--- src/nvae_pkg.sv ---
package nvae_pkg;

    localparam int TABLE_DEPTH = 16384;
    localparam int VALUE_BITS  = 16;
    localparam int ADDR_BITS   = (TABLE_DEPTH > 1) ? $clog2(TABLE_DEPTH) : 1;
    localparam int CNT_BITS    = $clog2(TABLE_DEPTH + 1);

    localparam logic [1:0] REQ_CLEAR = 2'd0;
    localparam logic [1:0] REQ_LOAD  = 2'd1;
    localparam logic [1:0] REQ_QUERY = 2'd2;

    typedef enum logic [1:0] {
        ST_OK    = 2'd0,
        ST_EMPTY = 2'd1,
        ST_FULL  = 2'd2
    } t_status;

    typedef struct packed {
        logic [1:0]                   req_type;
        logic signed [VALUE_BITS-1:0] value;
    } t_in_item;

    typedef struct packed {
        logic signed [VALUE_BITS:0]   sum_out;
        logic signed [VALUE_BITS-1:0] nearest;
        t_status                      status;
    } t_out_item;

    typedef struct packed {
        logic vld;
        logic first;
        logic last;
    } t_scan_ctl;

endpackage

--- src/nvae_scan.sv ---
module nvae_scan (
    input  logic                                     i_clk,
    input  logic                                     i_rst_n,
    input  nvae_pkg::t_scan_ctl                      i_ctl,
    input  logic signed [nvae_pkg::VALUE_BITS-1:0]   i_data,
    input  logic signed [nvae_pkg::VALUE_BITS-1:0]   i_query,
    output logic                                     o_done,
    output logic signed [nvae_pkg::VALUE_BITS-1:0]   o_best
);

    logic signed [nvae_pkg::VALUE_BITS:0]   w_diff;
    logic        [nvae_pkg::VALUE_BITS-1:0] w_mag;
    logic        [nvae_pkg::VALUE_BITS-1:0] r_best_diff;

    assign w_diff = $signed({i_data[nvae_pkg::VALUE_BITS-1], i_data})
                  - $signed({i_query[nvae_pkg::VALUE_BITS-1], i_query});
    assign w_mag  = w_diff[nvae_pkg::VALUE_BITS] ? nvae_pkg::VALUE_BITS'(-w_diff)
                                                 : w_diff[nvae_pkg::VALUE_BITS-1:0];

    always_ff @(posedge i_clk) begin
        if (!i_rst_n) begin
            o_done <= 1'b0;
        end else begin
            o_done <= i_ctl.vld && i_ctl.last;
        end
        if (i_ctl.vld && (i_ctl.first || (w_mag < r_best_diff))) begin
            r_best_diff <= w_mag;
            o_best      <= i_data;
        end
    end

endmodule

--- config.mk ---
export PLATFORM = sky130hd
export DESIGN_NAME = nvae_scan
export DESIGN_NICKNAME = d
export VERILOG_FILES = /design/src/nvae_pkg.sv /design/src/nvae_scan.sv
export SDC_FILE = /design/constraint.sdc
export NUM_CORES = 1
export LEC_CHECK = 0
export CAP_MARGIN = 15
export CORE_MARGIN = 2
export CORE_UTILIZATION = 53
export CTS_CLUSTER_DIAMETER = 50
export CTS_CLUSTER_SIZE = 25
export DETAILED_ROUTE_END_ITERATION = 6
export DONT_BUFFER_PORTS = 1
export GPL_ROUTABILITY_DRIVEN = 0
export GPL_TIMING_DRIVEN = 0
export PLACE_DENSITY = 0.68
export SLEW_MARGIN = 20
export SYNTH_ARGS = -nofsm -noshare
export SYNTH_HDL_FRONTEND = slang
export SYNTH_SLANG_ARGS = --single-unit
--- constraint.sdc ---
create_clock -name i_clk -period 8.1 [get_ports i_clk]
set_input_delay 1.62 -clock i_clk [delete_from_list [all_inputs] [get_ports i_clk]]
set_output_delay 1.62 -clock i_clk [all_outputs]
set_load 0.02 [all_outputs]
==> flow_metrics.py <==
metrics = {
    "status": {
        "status": "completed",
    },
    "setup_path": {
        "crit_fanout": 20,
        "max_stage_delay_ns": 0.48,
        "cp_slowest_cell": "o221a_2",
        "arrival_ns": 6.34,
        "cp.required_ns": 8.10,
        "startpoint_type": "input pin",
        "path_class": "in -> reg",
        "end_kind": "flip-flop",
        "path_cells": "inv_1, ha_1, fa_1, nand2b_1, a21oi_1, a41o_1, o211a_1, o21a_1, o21ai_2, a31oi_2, nor2_1, xnor2_1, ha_1, a21o_1, a21o_1, a21o_1, a21oi_1, nor2b_1, o21ai_0, nand2b_1, a21oi_1, o221a_2, buf_16",
    },
    "routing": {
        "drcViolationCount": 0,
        "vias": 1752,
        "viasPerCell": 5.293,
        "detail_route.wl_per_cell_um": 13.17,
        "drt_iter0_drc": 27,
        "first_pass_iters": 4,
        "drtAntennaViolNets": 0,
        "routed_wl_um": 4360,
    },
    "synthesis": {
        "netlist.area_leader.share_pct": 36.98,
        "synthAdderAreaFrac_pct": 16.18,
        "yosysUniqueCellTypes": 55,
        "synth_top_family_by_area": "compound AO/OA/AOI/OAI gates",
        "synth_compound_area_share_pct": 17.14,
        "syn_nets": 325,
        "ys_seq_area_share_pct": 37.75,
        "ys_warn_count": 0,
        "syn-instance-count": 255,
        "muxShareOfSynthArea_pct": 0.3852,
        "synthTopCellsByArea": "edfxtp_1 (37%), ha_1 (15%), inv_1 (5.3%), xnor2_1 (4.4%), xor2_1 (4.0%)",
        "yosys.area_share.simple_pct": 13.10,
        "synth_edf_count": 32,
        "synth_xor_area_share_pct": 9.052,
        "async_reset_ff_share_pct": 0,
        "netlist_area_mm2": 0.002599,
        "yosysTopAreaCell": "edfxtp_1",
        "avgSynthCellArea_um2": 10.19,
        "ys_seq_elements": 33,
        "synthFlopType": "edfxtp_1",
    },
    "power_and_ir_drop": {
        "max-vdd-ir-drop_mv": 0.1049,
        "p_leak_nw": 1.254,
        "power_per_cell_area_mw_per_mm2": 222.9,
    },
    "global_routing": {
        "grt_max_degree": 21,
        "globalRouteOverflowTotal": 0,
        "grt_pass1_vias": 1698,
        "antenna_found_initial": 0,
        "grt_pass1_wl_um": 7265,
        "grt_usage_pct": 17.63,
    },
    "placed_design": {
        "dpl.hpwl_um": 3398,
        "place_inst": 323,
        "port_buffers": 0,
    },
    "clock_tree": {
        "h-tree-depth": 2,
        "cts_root_buf": "clkbuf_8",
        "cts.sinks": 33,
        "clk_pin_slew_ns": 0.07,
        "cts_repair_resize_count": 0,
        "cts_tree": "built",
        "cts_setup_buffers": 0,
        "numCtsBuffers": 5,
        "cts_max_path_buffers": 2,
        "insertion_delay_ns": 0.29,
        "postCtsHoldBufs": 0,
    },
    "sta": {
        "slew_viol_final": 0,
        "tightest_slew_ns": 0.6886,
        "setup_viol": 0,
        "max_slew_margin_pct": 53.51,
        "finalHoldViolCount": 0,
        "min_period_ns": 6.339,
        "final.period_utilization_pct": 78.26,
        "max_freq_ghz": 0.1577,
        "rsz0062_at_grt": "false",
        "skew_ns": 0.005283,
        "tns_ns": 0,
    },
    "cells_and_area": {
        "drive_above_1_share_pct": 11.36,
        "final_cells": 331,
        "antennaDiodeCount": 0,
        "areaGrowthSynthToFinish_pct": 7.463,
        "fin_nets": 333,
    },
    "die": {
        "core-area_mm2": 0.004723,
        "fp.dieH_um": 74.03,
        "io_pins": 54,
        "initial_utilization_pct": 55.02,
        "rows": 25,
        "dieWidth_um": 74.03,
        "die-area_mm2": 0.005480,
    },
    "job": {
        "drv_cap": 0,
    },
    "min_path": {
        "worstHoldPathType": "reg -> reg",
    },
}
path summary, 6_finish.rpt:
check,startpoint,to,slack (ns),cells after the start
setup / recovery,i_data[0],o_best[4]$_DFFE_PP_,1.76,23
hold / removal,r_best_diff[6]$_DFFE_PP_,r_best_diff[9]$_DFFE_PP_,1.22,4
setup reg to reg,r_best_diff[1]$_DFFE_PP_,o_best[4]$_DFFE_PP_,5.36,12
hold reg to reg,r_best_diff[6]$_DFFE_PP_,r_best_diff[9]$_DFFE_PP_,1.22,4
synth_stat cells, drive strengths merged, types with 2 or more instances:
cell / number
o21a: 2
inv: 37
or2: 2
o31ai: 2
nand3: 3
ha: 32
a21oi: 16
nor3: 3
xor2: 12
nand4: 3
and3: 5
nor2: 25
o21ai: 12
nand2b: 5
a21o: 6
nor2b: 4
o211ai: 2
a31o: 2
buf: 3
edfxtp: 32
a211oi: 3
xnor2: 14
nand2: 10
a31oi: 3
layout by cell type, fill, tap and decap left out, drive strengths merged, types with 5 or more instances in the layout:
cell type,Yosys,final
xnor2,14,14
and3,5,5
ha,32,32
o21ai,12,12
xor2,12,12
nand2,10,10
nor2,25,25
nand2b,5,5
edfxtp,32,32
clkbuf,0,6
a21oi,16,16
a21o,6,6
inv,37,37
flip-flops by register name, indices dropped and copies added, names as in the netlist:
name	cells
r_best_diff	16
o_best	16
o_done	1
per-stage QoR:
step	hold WS, ns	area (um2)	power, W	setup WS, ns	utilization [%]
2_1_floorplan	1.430	2599	0.0004524	1.731	-
3_3_place_gp	1.676	2683	0.0004920	0.8258	56.79
3_5_place_dp	1.228	2710	0.0005046	1.438	57.38
4_1_cts	1.243	2793	0.0006328	1.741	59.13
5_1_grt	1.287	2793	0.0006749	1.369	59.13
6_report	1.224	2793	0.0006224	1.761	59.13
power breakdown:
part / internal, W / switching [W]
combinational: 0.000105 / 0.000137
sequential: 0.000235 / 0.0000229
clock: 0.0000595 / 0.0000626
worst max-delay path: cells and delay by family:
family | cells | cell delay (ns)
AO/OA/AOI/OAI | 13 | 2.87
XOR/XNOR | 1 | 0.26
buffers and inverters | 2 | 0.24
AND/OR/NAND/NOR | 4 | 0.43
adder cells (fa/ha/maj) | 3 | 0.92
kinds of logic after synthesis:
kind of cell,count (synthesis)
fa+ha+maj,33
compound gates,56
flops,33
xor+xnor,26
mux,1
buf+inv,40
simple gates,66
per-layer routing:
| metal | vias to the layer above | global-route usage, % | share of wire, % |
|---|---|---|---|
| met2 | 33 | 27.48 | 46 |
| met4 | 0 | 7.677 | 1.8 |
| met1 | 793 | 22.81 | 48 |
| met3 | 7 | 5.285 | 4.1 |
| li1 | 919 | - | - |
| met5 | - | 0 | 0 |
area by class of cell:
cell class | instances | area, um2
clock inverter | 2 | 10.01
multi-input combinational | 182 | 1451
timing repair buffer | 1 | 27.53
inverter | 37 | 138.9
fill | 411 | 1931
buffer | 3 | 27.53
sequential | 33 | 980.9
tap | 67 | 83.83
clock buffer | 6 | 72.57
No activity file was read; power rests on OpenSTA's default activity.
